### src/aumbs_pkg.sv
`default_nettype none

package aumbs_pkg;

	localparam logic [3:0] OffsetMax      = 4'd15;
	localparam logic [3:0] HighPassNibble = 4'h9;
	localparam logic [3:0] RingLen        = 4'd15;

	localparam logic MODE_ENCODE = 1'b0;
	localparam logic MODE_DECODE = 1'b1;

	// Run length that belongs to each low nibble of the pattern key.
	function automatic logic [3:0] run_len(input logic [3:0] lo);
		logic [3:0] r;
		begin
			case (lo)
				4'd0: r = 4'd0;
				4'd1: r = 4'd1;
				4'd2: r = 4'd3;
				4'd3: r = 4'd5;
				4'd4: r = 4'd7;
				4'd5: r = 4'd9;
				4'd6: r = 4'd11;
				4'd7: r = 4'd13;
				4'd8: r = 4'd14;
				4'd9: r = 4'd12;
				4'd10: r = 4'd10;
				4'd11: r = 4'd8;
				4'd12: r = 4'd6;
				4'd13: r = 4'd4;
				4'd14: r = 4'd2;
				default: r = 4'd0;
			endcase
			return r;
		end
	endfunction

	// Interleaved low-nibble sequence.
	function automatic logic [3:0] lo_nib(input logic [3:0] idx);
		logic [3:0] r;
		begin
			case (idx)
				4'd0: r = 4'h8;
				4'd1: r = 4'h7;
				4'd2: r = 4'h9;
				4'd3: r = 4'h6;
				4'd4: r = 4'ha;
				4'd5: r = 4'h5;
				4'd6: r = 4'hb;
				4'd7: r = 4'h4;
				4'd8: r = 4'hc;
				4'd9: r = 4'h3;
				4'd10: r = 4'hd;
				4'd11: r = 4'h2;
				4'd12: r = 4'he;
				4'd13: r = 4'h1;
				default: r = 4'hf;
			endcase
			return r;
		end
	endfunction

	// Circular high-nibble sequence of fifteen entries.
	function automatic logic [3:0] hi_ring(input logic [3:0] idx);
		logic [3:0] r;
		begin
			case (idx)
				4'd0: r = 4'h0;
				4'd1: r = 4'h6;
				4'd2: r = 4'hf;
				4'd3: r = 4'h8;
				4'd4: r = 4'h7;
				4'd5: r = 4'h5;
				4'd6: r = 4'h3;
				4'd7: r = 4'h4;
				4'd8: r = 4'hc;
				4'd9: r = 4'hd;
				4'd10: r = 4'he;
				4'd11: r = 4'h1;
				4'd12: r = 4'h2;
				4'd13: r = 4'hb;
				default: r = 4'ha;
			endcase
			return r;
		end
	endfunction

	// Starting place in the ring for each high nibble of the key.
	function automatic logic [3:0] hi_start(input logic [3:0] hi);
		logic [3:0] r;
		begin
			case (hi)
				4'd0: r = 4'd0;
				4'd1: r = 4'd11;
				4'd2: r = 4'd12;
				4'd3: r = 4'd6;
				4'd4: r = 4'd7;
				4'd5: r = 4'd5;
				4'd6: r = 4'd1;
				4'd7: r = 4'd4;
				4'd8: r = 4'd3;
				4'd9: r = 4'd0;
				4'd10: r = 4'd14;
				4'd11: r = 4'd13;
				4'd12: r = 4'd8;
				4'd13: r = 4'd9;
				4'd14: r = 4'd10;
				default: r = 4'd2;
			endcase
			return r;
		end
	endfunction

endpackage

`default_nettype wire

### src/aumbs_salt_lut.sv
`default_nettype none

module aumbs_salt_lut
	import aumbs_pkg::*;
(
	input  wire logic [7:0] key,
	input  wire logic [3:0] pos,
	output logic      [7:0] salt
);

	logic [3:0] lo;
	logic [3:0] hi;
	logic [3:0] rl;
	logic [4:0] ring_sum;
	logic [3:0] ring_idx;
	logic [3:0] hr;
	logic [4:0] li_sum;
	logic [3:0] li;

	always_comb begin
		lo = key[3:0];
		hi = key[7:4];
		rl = run_len(lo);

		ring_sum = {1'b0, hi_start(hi)} + {1'b0, pos};
		if (ring_sum >= {1'b0, RingLen})
			ring_sum = ring_sum - {1'b0, RingLen};
		ring_idx = ring_sum[3:0];
		hr = (hi == HighPassNibble) ? HighPassNibble : hi_ring(ring_idx);

		// The index stays at or below fourteen whenever the run still covers pos.
		li_sum = 5'd14 - {1'b0, rl} + {1'b0, pos};
		li = (li_sum > 5'd14) ? 4'd14 : li_sum[3:0];

		if (pos == 4'd0)
			salt = key;
		else if (rl < pos)
			salt = 8'h00;
		else
			salt = {hr, lo_nib(li)};
	end

endmodule

`default_nettype wire

### src/audio_magic_byte_scrambler.sv
// Channel  Handshake                 Payload
// in       in_valid / in_stall       magic_byte, last_in_frame
// out      out_valid / out_stall     result_byte
// cfg      cfg_valid / cfg_ready     decode_mode
//
// One byte enters per cycle while in_stall is low; it passes the input
// register, then the result register, and leaves when out_stall is low. The
// carried salt, key and offset update in the cycle that moves a byte to the
// result register. Reset clears the valid flags, salt, key and offset and
// selects encode. A stalled output holds the result, then the input register.
`default_nettype none

module audio_magic_byte_scrambler
	import aumbs_pkg::*;
(
	input  wire logic       clk,
	input  wire logic       arst_n,

	input  wire logic       in_valid,
	output logic            in_stall,
	input  wire logic [7:0] magic_byte,
	input  wire logic       last_in_frame,

	output logic            out_valid,
	input  wire logic       out_stall,
	output logic      [7:0] result_byte,

	input  wire logic       cfg_valid,
	output logic            cfg_ready,
	input  wire logic       decode_mode
);

	logic       mode_q;
	logic       valid_s1;
	logic [7:0] byte_s1;
	logic       last_s1;
	logic       out_valid_q;
	logic [7:0] result_q;

	logic [7:0] salt_q;
	logic [7:0] key_q;
	logic [3:0] offset_q;

	logic       advance;
	logic       take_in;
	logic [7:0] res;
	logic       restart;
	logic [3:0] pos_base;
	logic [3:0] pos_next;
	logic [7:0] key_next;
	logic [7:0] salt_next;

	assign cfg_ready   = 1'b1;
	assign out_valid   = out_valid_q;
	assign result_byte = result_q;

	assign advance  = valid_s1 && (!out_valid_q || !out_stall);
	assign in_stall = valid_s1 && !advance;
	assign take_in  = in_valid && !in_stall;

	always_comb begin
		res = byte_s1 ^ salt_q;
		if (mode_q == MODE_DECODE)
			restart = (res != 8'h00);
		else
			restart = (byte_s1 != 8'h00) || (offset_q == 4'd0);
		pos_base = restart ? 4'd0 : offset_q;
		if (restart)
			key_next = (mode_q == MODE_DECODE) ? byte_s1 : res;
		else
			key_next = key_q;
		pos_next = (pos_base < OffsetMax) ? pos_base + 4'd1 : OffsetMax;
	end

	aumbs_salt_lut u_salt (
		.key  (key_next),
		.pos  (pos_next),
		.salt (salt_next)
	);

	always_ff @(posedge clk or negedge arst_n) begin
		if (!arst_n) begin
			mode_q <= MODE_ENCODE;
		end else if (cfg_valid && cfg_ready) begin
			mode_q <= decode_mode;
		end
	end

	always_ff @(posedge clk or negedge arst_n) begin
		if (!arst_n) begin
			valid_s1 <= 1'b0;
		end else if (take_in) begin
			valid_s1 <= 1'b1;
		end else if (advance) begin
			valid_s1 <= 1'b0;
		end
	end

	always_ff @(posedge clk) begin
		if (take_in) begin
			byte_s1 <= magic_byte;
			last_s1 <= last_in_frame;
		end
	end

	always_ff @(posedge clk or negedge arst_n) begin
		if (!arst_n) begin
			out_valid_q <= 1'b0;
		end else if (advance) begin
			out_valid_q <= 1'b1;
		end else if (!out_stall) begin
			out_valid_q <= 1'b0;
		end
	end

	always_ff @(posedge clk) begin
		if (advance) begin
			result_q <= res;
		end
	end

	// The frame's last channel drops the run so the next frame starts clean.
	always_ff @(posedge clk or negedge arst_n) begin
		if (!arst_n) begin
			salt_q   <= 8'h00;
			key_q    <= 8'h00;
			offset_q <= 4'd0;
		end else if (advance) begin
			if (last_s1) begin
				salt_q   <= 8'h00;
				key_q    <= 8'h00;
				offset_q <= 4'd0;
			end else begin
				salt_q   <= salt_next;
				key_q    <= key_next;
				offset_q <= pos_next;
			end
		end
	end

	a_frame_end_clears: assert property (@(posedge clk) disable iff (!arst_n)
		advance && last_s1 |=> salt_q == 8'h00 && key_q == 8'h00 && offset_q == 4'd0)
		else $error("state not cleared after last channel of frame");

	a_saturated_salt_zero: assert property (@(posedge clk) disable iff (!arst_n)
		offset_q == OffsetMax |-> salt_q == 8'h00)
		else $error("nonzero salt at saturated run offset");

	a_result_follows_advance: assert property (@(posedge clk) disable iff (!arst_n)
		advance |=> out_valid_q && result_q == $past(res))
		else $error("result register missed a transfer");

	a_stall_holds_input: assert property (@(posedge clk) disable iff (!arst_n)
		in_stall |-> valid_s1 && out_valid_q && out_stall)
		else $error("input stalled without a blocked output");

endmodule

`default_nettype wire

### config.mk
export PLATFORM = sky130hd
export DESIGN_NAME = audio_magic_byte_scrambler
export DESIGN_NICKNAME = d
export VERILOG_FILES = /design/src/aumbs_pkg.sv /design/src/aumbs_salt_lut.sv /design/src/audio_magic_byte_scrambler.sv
export SDC_FILE = /design/constraint.sdc
export NUM_CORES = 1
export LEC_CHECK = 0
export BUFFER_PORTS_ARGS = -buffer_cell sky130_fd_sc_hd__buf_4
export CAP_MARGIN = 10
export CORE_AREA = 2 2 107 109
export CTS_CLUSTER_DIAMETER = 50
export CTS_CLUSTER_SIZE = 28
export DETAILED_ROUTE_END_ITERATION = 10
export DIE_AREA = 0 0 109 111
export HOLD_SLACK_MARGIN = 0.02
export PLACE_DENSITY = 0.43
export SETUP_SLACK_MARGIN = 0.15
export SLEW_MARGIN = 40
export SYNTH_ARGS = -nofsm -noshare
export SYNTH_HDL_FRONTEND = slang
export SYNTH_SLANG_ARGS = --single-unit
### constraint.sdc
create_clock -name clk -period 14.7 [get_ports clk]
set_clock_uncertainty 0.05 [all_clocks]
set_input_delay 0.735 -clock clk [delete_from_list [all_inputs] [get_ports clk]]
set_output_delay 0.735 -clock clk [all_outputs]
set_load 0.05 [all_outputs]
==> flow_summary_export.csv, run 1 <==
group,metric,value,unit
setup_path,cp.arrival,6.27,ns
sta,rsz0062_at_grt,"false",
drt,viasPerCell,4.91,
place,numPortBuffers,24,
setup_path,slowest_stage,"nor4_1",
power_and_ir_drop,power.density,211,nW/µm²
floorplanning,floorplan.initialDensity,0.289,
layout,nets,417,
sta,period_minus_slack,6.16,ns
setup_path,path_cells,"xor2_2, or4_4, o31ai_4, buf_4, nor2_1, a21oi_1, inv_1, ha_1, nor3_1, a221oi_1, ha_1, nand2_1, nor4_1, nor4_1, o21ai_0, a211o_4, a31o_4, o22ai_2, inv_1, ha_1, or2_0, a31oi_1, o21ai_1",
worst_hold_path,hold_class,"primary input to async pin",
layout,diodes,0,
cts,clock-sinks,40,
cts,root_buffer,"clkbuf_16",
setup_path,cp.buffers_inverters,3,
grt,grt_remaining_overflow,0,
yosys,synth_edf_count,17,
yosys,ys_warn_count,0,
floorplanning,fp.dieW,109,µm
drt,via_count,2563,
sta,setup_ws,8.54,ns
place,routabilityCongestion,0.794,
sta,setup_viol,0,
drt,drtIter0Drc,162,
cts,clk_pin_slew,0.06,ns
cts,numCtsBuffers,5,
layout,multi_input_area,1940,µm²
floorplanning,die_area,12100,µm²
sta,tightest_slew,0.675,ns
drt,route.antenna.remaining_nets,0,
drt,drc_errors,0,
yosys,async_flop_share,0.575,
cts,cts_resized,0,
power_and_ir_drop,peakVddDrop,0.000129,V
sta,max_slew_margin,0.546,
floorplanning,die_h,111,µm
yosys,netlist_area,3200,µm²
cts,cts-hold-fix-buffers,0,
layout,n_fill_cell,1122,
power_and_ir_drop,leakage,0.00152,µW
sta,drv_slew,0,
floorplanning,coreArea,11100,µm²
yosys,synthFlopType,"dfrtp_1",
power_and_ir_drop,switchingPower,356,µW
power_and_ir_drop,p_seq_frac,0.213,
setup_path,crit_family,"compound AO/OA/AOI/OAI gates",
floorplanning,rows,39,
status,outcome,"completed",
job,cap_violations,0,
layout,seq_area,1090,µm²
yosys,netlist_instances,358,
sta,min_period_over_period,0.419,
power_and_ir_drop,switching_share,0.457,
setup_path,cp-start-kind,"register",
drt,first_pass_iters,6,
grt,grt_pass1_wl,13.9,mm
yosys,ys_types,67,
grt,grt_pass1_vias,2574,
grt,grt_max_degree,30,
drt,wire_per_inst,15.9,µm
power_and_ir_drop,power_frac_comb,0.626,
cts,clock_latency,0.28,ns
yosys,seq_area_frac_synth,0.339,
layout,final_cell_mix,"nand2_1 (35), inv_1 (30), o21ai_0 (26), buf_4 (26)",
cts,cts_setup_buffers,0,
layout,layout_commonest_cell,"nand2_1",
power_and_ir_drop,p_int,423,µW
floorplanning,io_pins,26,
setup_path,crit_fanout,29,
cts,tritoncts,"built",
place,hpwl,6.49,mm
cts,ctsLongestPathBuffers,2,
sta,tns,0,ns
sta,timing.fmax,0.162,GHz
setup_path,endpoint_kind,"register",
setup_path,max_stage_delay,0.62,ns
yosys,syn_area_per_cell,8.94,µm²
cts,htree_num_levels,2,
power_and_ir_drop,clkPwrFrac,0.160,
yosys,syn-num-nets,397,
layout,area_delta_synth_final,15.2,%
grt,antenna_found_initial,0,
grt,grt_usage,0.148,
setup_path,cp_common_cell,"ha_1",
sta,hold_viol,0,
yosys,synth-seq-cells,40,
setup_path,critPathKind,"register to register",
place,pre_cts_ws,8.57,ns
layout,final_layout_size_suffix_gt1_frac,0.137,
setup_path,crit_required,14.81,ns
drt,drt-total-wl,8.31,mm
-- through the flow --
stage / instance area (µm²) / util / instances / hold slack (ns) / total power (µW)
6_report: 3690 / 0.333 / 522 / 0.307 / 779
5_1_grt: 3690 / 0.333 / 522 / 0.332 / 860
2_1_floorplan: 3200 / - / 358 / 0.389 / 554
3_5_place_dp: 3510 / 0.317 / 514 / 0.429 / 659
3_3_place_gp: 3510 / 0.317 / 514 / 0.416 / 656
4_1_cts: 3680 / 0.332 / 522 / 0.325 / 787
-- area by class of cell --
type,count,share of cell area
multi-input combinational,275,0.527
clock buffer,5,0.0339
clock inverter,3,0.0126
sequential,40,0.294
inverter,30,0.0305
timing repair buffer,26,0.0529
tap,143,0.0485
-- state kept, by name, indices dropped and copies added (netlist names) --
signal,cells
byte_s1,8
key_q,8
last_s1,1
mode_q,1
offset_q,4
out_valid,1
result_byte,8
salt_q,8
valid_s1,1
-- path summary, 6_finish.rpt --
check / start / end / slack, ns / cells past startpoint
worst max-delay path: byte_s1[6]$_DFFE_PP_ / salt_q[5]$_DFFE_PN0P_ / 8.54 / 23
worst min-delay path: arst_n / offset_q[1]$_DFFE_PN0P_ / 0.31 / 1
worst max register to register: byte_s1[6]$_DFFE_PP_ / salt_q[5]$_DFFE_PN0P_ / 8.54 / 23
worst min register to register: key_q[3]$_DFFE_PN0P_ / key_q[3]$_DFFE_PN0P_ / 0.44 / 2
max in group asynchronous: arst_n / key_q[0]$_DFFE_PN0P_ / 14.04 / 1
min in group clk: key_q[3]$_DFFE_PN0P_ / key_q[3]$_DFFE_PN0P_ / 0.44 / 2
-- per-layer routing --
layer | global-route usage | part of all wire | vias up
met5 | 0 | 0 | -
li1 | - | - | 1315
met1 | 0.206 | 0.47 | 1206
met3 | 0.0194 | 0.033 | 6
met4 | 0.0359 | 0.011 | 0
met2 | 0.239 | 0.48 | 36
-- logic make-up after synthesis --
group / Yosys count / share of synthesized area
mux: 7 / 0.0246
fa+ha+maj: 24 / 0.0961
flops: 40 / 0.339
compound gates: 104 / 0.225
other cells: 1 / 0.00117
buf+inv: 43 / 0.0563
simple gates: 117 / 0.190
xor+xnor: 22 / 0.0672
-- power by group through the flow --
stage / sequential (µW) / clock (µW) / combinational (µW)
floorplan: 177 / 0 / 377
global placement: 168 / 0 / 488
detailed placement: 168 / 0 / 491
CTS: 166 / 128 / 493
global route: 169 / 133 / 558
finish: 166 / 125 / 488
-- cells in the mapped netlist, types with 2 or more instances --
cell	instances	area share
a211oi_1	3	0.0070
a21o_1	3	0.0070
a21oi_1	23	0.036
a22o_1	4	0.011
a311oi_1	2	0.0055
a31oi_1	6	0.012
and2_1	2	0.0039
and3_1	4	0.0078
buf_6	2	0.0070
clkbuf_1	9	0.011
dfrtp_1	23	0.18
edfxtp_1	17	0.16
ha_1	23	0.090
inv_1	30	0.035
mux2i_1	5	0.016
nand2_1	35	0.041
nand2b_1	6	0.012
nand3_1	7	0.011
nand3b_1	3	0.0070
nand4_1	2	0.0039
nor2_1	21	0.025
nor2_2	2	0.0039
nor2b_1	14	0.027
nor3_1	5	0.0078
nor3b_1	2	0.0047
nor4_1	4	0.0078
nor4b_1	2	0.0055
o211ai_1	5	0.012
o21a_1	3	0.0070
o21ai_0	26	0.041
o21ai_1	8	0.013
o21bai_1	2	0.0047
o31ai_1	2	0.0047
or2_0	2	0.0039
xnor2_1	14	0.038
xor2_1	5	0.014
xor2_2	2	0.010
Note: power is estimated with default switching activity, not from simulation.
==> run 2, diff against run 1 <==
--- a/config.mk
+++ b/config.mk
@@ -5,15 +5,16 @@
 export SDC_FILE = /design/constraint.sdc
 export NUM_CORES = 1
 export LEC_CHECK = 0
+export ABC_AREA = 1
 export BUFFER_PORTS_ARGS = -buffer_cell sky130_fd_sc_hd__buf_4
 export CAP_MARGIN = 10
-export CORE_AREA = 2 2 107 109
+export CORE_AREA = 2 2 106 108
 export CTS_CLUSTER_DIAMETER = 50
 export CTS_CLUSTER_SIZE = 28
 export DETAILED_ROUTE_END_ITERATION = 10
-export DIE_AREA = 0 0 109 111
+export DIE_AREA = 0 0 108 110
 export HOLD_SLACK_MARGIN = 0.02
-export PLACE_DENSITY = 0.43
+export PLACE_DENSITY = 0.44
 export SETUP_SLACK_MARGIN = 0.15
 export SLEW_MARGIN = 40
 export SYNTH_ARGS = -nofsm -noshare
==> constraint.sdc (replaced) <==
create_clock -name clk -period 5.48 [get_ports clk]
set_clock_uncertainty 0.05 [all_clocks]
set_input_delay 0.274 -clock clk [delete_from_list [all_inputs] [get_ports clk]]
set_output_delay 0.274 -clock clk [all_outputs]
set_load 0.05 [all_outputs]
==> run 2 against run 1 <==
Net effect:
- critical path depth is 3 higher
- core utilization is essentially flat
- power rose by 130%
- sequential share of layout area up 1.0 points
- die area shrank 1.8%
- global-route usage fell by 1.6 points
- synthesized cell count up 15%
- first-iteration DRC count decreased by 47%
- count of clock-buffer cells in the layout unchanged
==> flow_summary_export.csv, run 2 <==
group,metric,value,unit
status,outcome,"completed",
yosys,yosysTopAreaCell,"dfrtp_1",
setup_path,cp.arrival,4.79,ns
setup_path,crit_family,"compound AO/OA/AOI/OAI gates",
yosys,ys_warn_count,0,
worst_hold_path,hold_class,"primary input to register",
sta,tns,0,ns
sta,timing.fmax,0.214,GHz
cts,tritoncts,"built",
power_and_ir_drop,p_seq_frac,0.232,
yosys,synth_top_area_share,0.184,
yosys,synth_edf_count,17,
grt,grt_pass1_vias,2628,
floorplanning,rows,38,
setup_path,max_stage_delay,0.46,ns
floorplanning,die_area,11900,µm²
drt,wire_per_inst,12.5,µm
drt,first_pass_iters,4,
drt,drtIter0Drc,86,
yosys,syn_area_per_cell,7.59,µm²
power_and_ir_drop,peakVddDrop,0.000171,V
sta,rsz0062_at_grt,"false",
job,cap_violations,0,
drt,drc_errors,0,
yosys,synthFlopType,"dfrtp_1",
drt,route.antenna.remaining_nets,0,
cts,root_buffer,"clkbuf_8",
sta,drv_slew,0,
drt,top_layer,"met4",
cts,clock-sinks,40,
sta,setup_ws,0.796,ns
place,pre_cts_ws,0.665,ns
cts,clk_pin_slew,0.08,ns
cts,numCtsBuffers,5,
power_and_ir_drop,p_int,933,µW
sta,tightest_slew,0.717,ns
drt,wl_met1,3.52,mm
power_and_ir_drop,leakage,0.00182,µW
yosys,ys_types,41,
power_and_ir_drop,switchingPower,889,µW
yosys,netlist_instances,413,
layout,final_cell_mix,"nand2_1 (106), inv_1 (71), buf_4 (24)",
layout,final_util,0.333,
floorplanning,fp.dieW,108,µm
place,routabilityCongestion,0.808,
layout,n_fill_cell,1140,
cts,ctsLongestPathBuffers,2,
layout,nets,476,
floorplanning,coreArea,10700,µm²
yosys,synth-seq-cells,40,
drt,drt-total-wl,7.20,mm
yosys,async_flop_share,0.575,
sta,hold_viol,0,
sta,hold_ws,0.0991,ns
drt,via_count,2626,
power_and_ir_drop,total_power,1820,µW
setup_path,cp_common_cell,"inv_1",
grt,grt_max_degree,24,
layout,final_layout_size_suffix_gt1_frac,0.180,
yosys,synth_mux_area_frac,0,
drt,viasPerCell,4.54,
setup_path,cp.buffers_inverters,6,
power_and_ir_drop,power.density,511,nW/µm²
drt,dr_wl_met3,288,µm
yosys,yosys-top-cells-area,"dfrtp_1 (18%), edfxtp_1 (16%), nand2_1 (13%)",
floorplanning,io_pins,26,
power_and_ir_drop,power_frac_comb,0.630,
yosys,seq_area_frac_synth,0.346,
power_and_ir_drop,switching_share,0.488,
yosys,synth_most_common_cell,"nand2_1",
setup_path,endpoint_kind,"register",
setup_path,crit_fanout,11,
setup_path,critPathKind,"register to register",
setup_path,crit_required,5.59,ns
yosys,syn-num-nets,452,
sta,max_slew_margin,0.521,
grt,grt_remaining_overflow,0,
cts,clock_latency,0.29,ns
power_and_ir_drop,clkPwrFrac,0.138,
sta,min_period_over_period,0.855,
place,numPortBuffers,24,
setup_path,slowest_stage,"edfxtp_1",
cts,htree_num_levels,2,
sta,period_minus_slack,4.68,ns
yosys,synthSimpleGateAreaFrac,0.304,
layout,area_delta_synth_final,13.6,%
yosys,synth_compound_area_frac,0.112,
yosys,synthTopCellsByCount,"nand2_1 (106), inv_1 (71), dfrtp_1 (23), ha_1 (23), nand3_1 (23)",
grt,grt_usage,0.131,
setup_path,cp-start-kind,"register",
floorplanning,floorplan.initialDensity,0.293,
yosys,netlist_area,3140,µm²
yosys,synth-xor-area-share,0.0271,
grt,antenna_found_initial,0,
layout,layout_commonest_cell,"nand2_1",
grt,grt_pass1_wl,12.4,mm
layout,diodes,0,
yosys,synth_fa_ha_area_frac,0.0982,
sta,setup_viol,0,
place,hpwl,5.77,mm
drt,dr_wl_met2,3.33,mm
yosys,synth_top_family_by_area,"simple AND/OR/NAND/NOR gates",
floorplanning,die_h,110,µm
[run 2: cell type report]
cell class                 count  area [µm²]  area share
timing repair buffer          25         190      0.0534
tap                          140         175      0.0492
sequential                    40        1090       0.305
clock inverter                 3        46.3      0.0130
clock buffer                   5        68.8      0.0193
inverter                      78         295      0.0829
multi-input combinational    287        1700       0.478
[run 2: path summary, 6_finish.rpt]
| kind | start | end | slack [ns] | depth (start not counted) |
|---|---|---|---|---|
| max | byte_s1[1]$_DFFE_PP_ | salt_q[2]$_DFFE_PN0P_ | 0.80 | 26 |
| min reg2reg | key_q[3]$_DFFE_PN0P_ | key_q[3]$_DFFE_PN0P_ | 0.44 | 2 |
| max in group asynchronous | arst_n | salt_q[7]$_DFFE_PN0P_ | 4.78 | 2 |
| min in group asynchronous | arst_n | salt_q[1]$_DFFE_PN0P_ | 0.35 | 2 |
| max reg2reg | byte_s1[1]$_DFFE_PP_ | salt_q[2]$_DFFE_PN0P_ | 0.80 | 26 |
| min | magic_byte[1] | byte_s1[1]$_DFFE_PP_ | 0.1 | 1 |
[run 2: power groups by stage]
stage | clock [µW] | sequential [µW] | combinational (µW)
final | 252 | 422 | 1150
after global routing | 267 | 430 | 1320
after CTS | 256 | 423 | 1160
after detailed placement | 0 | 428 | 1160
after global placement | 0 | 429 | 1150
after floorplan | 0 | 464 | 870
[run 2: layer usage]
layer	global-route usage	up-vias
met4	0.0284	0
met3	0.0200	7
li1	-	1376
met2	0.221	44
met1	0.179	1199
met5	0	-
[run 2: cell families (layout without fill, tap and decap cells)]
family | Yosys count | in the layout
flip-flops | 40 | 40
buffers and inverters | 86 | 111
AND/OR/NAND/NOR | 197 | 197
adder cells (fa/ha/maj) | 24 | 24
other | 1 | 1
XOR/XNOR | 8 | 8
AO/OA/AOI/OAI | 57 | 57
[run 2: what timing repair did]
item,in CTS,in global routing
resized for setup,0,2
setup buffers,0,0
hold endpoints to repair,23,0
endpoints found under the setup margin,0,1
hold buffers,1,0
[run 2: stage by stage]
| stage | instances | cell area [µm²] |
|---|---|---|
| after floorplan | 413 | 3140 |
| after global placement | 569 | 3440 |
| after detailed placement | 569 | 3440 |
| after CTS | 578 | 3560 |
| after global routing | 578 | 3560 |
| final | 578 | 3560 |
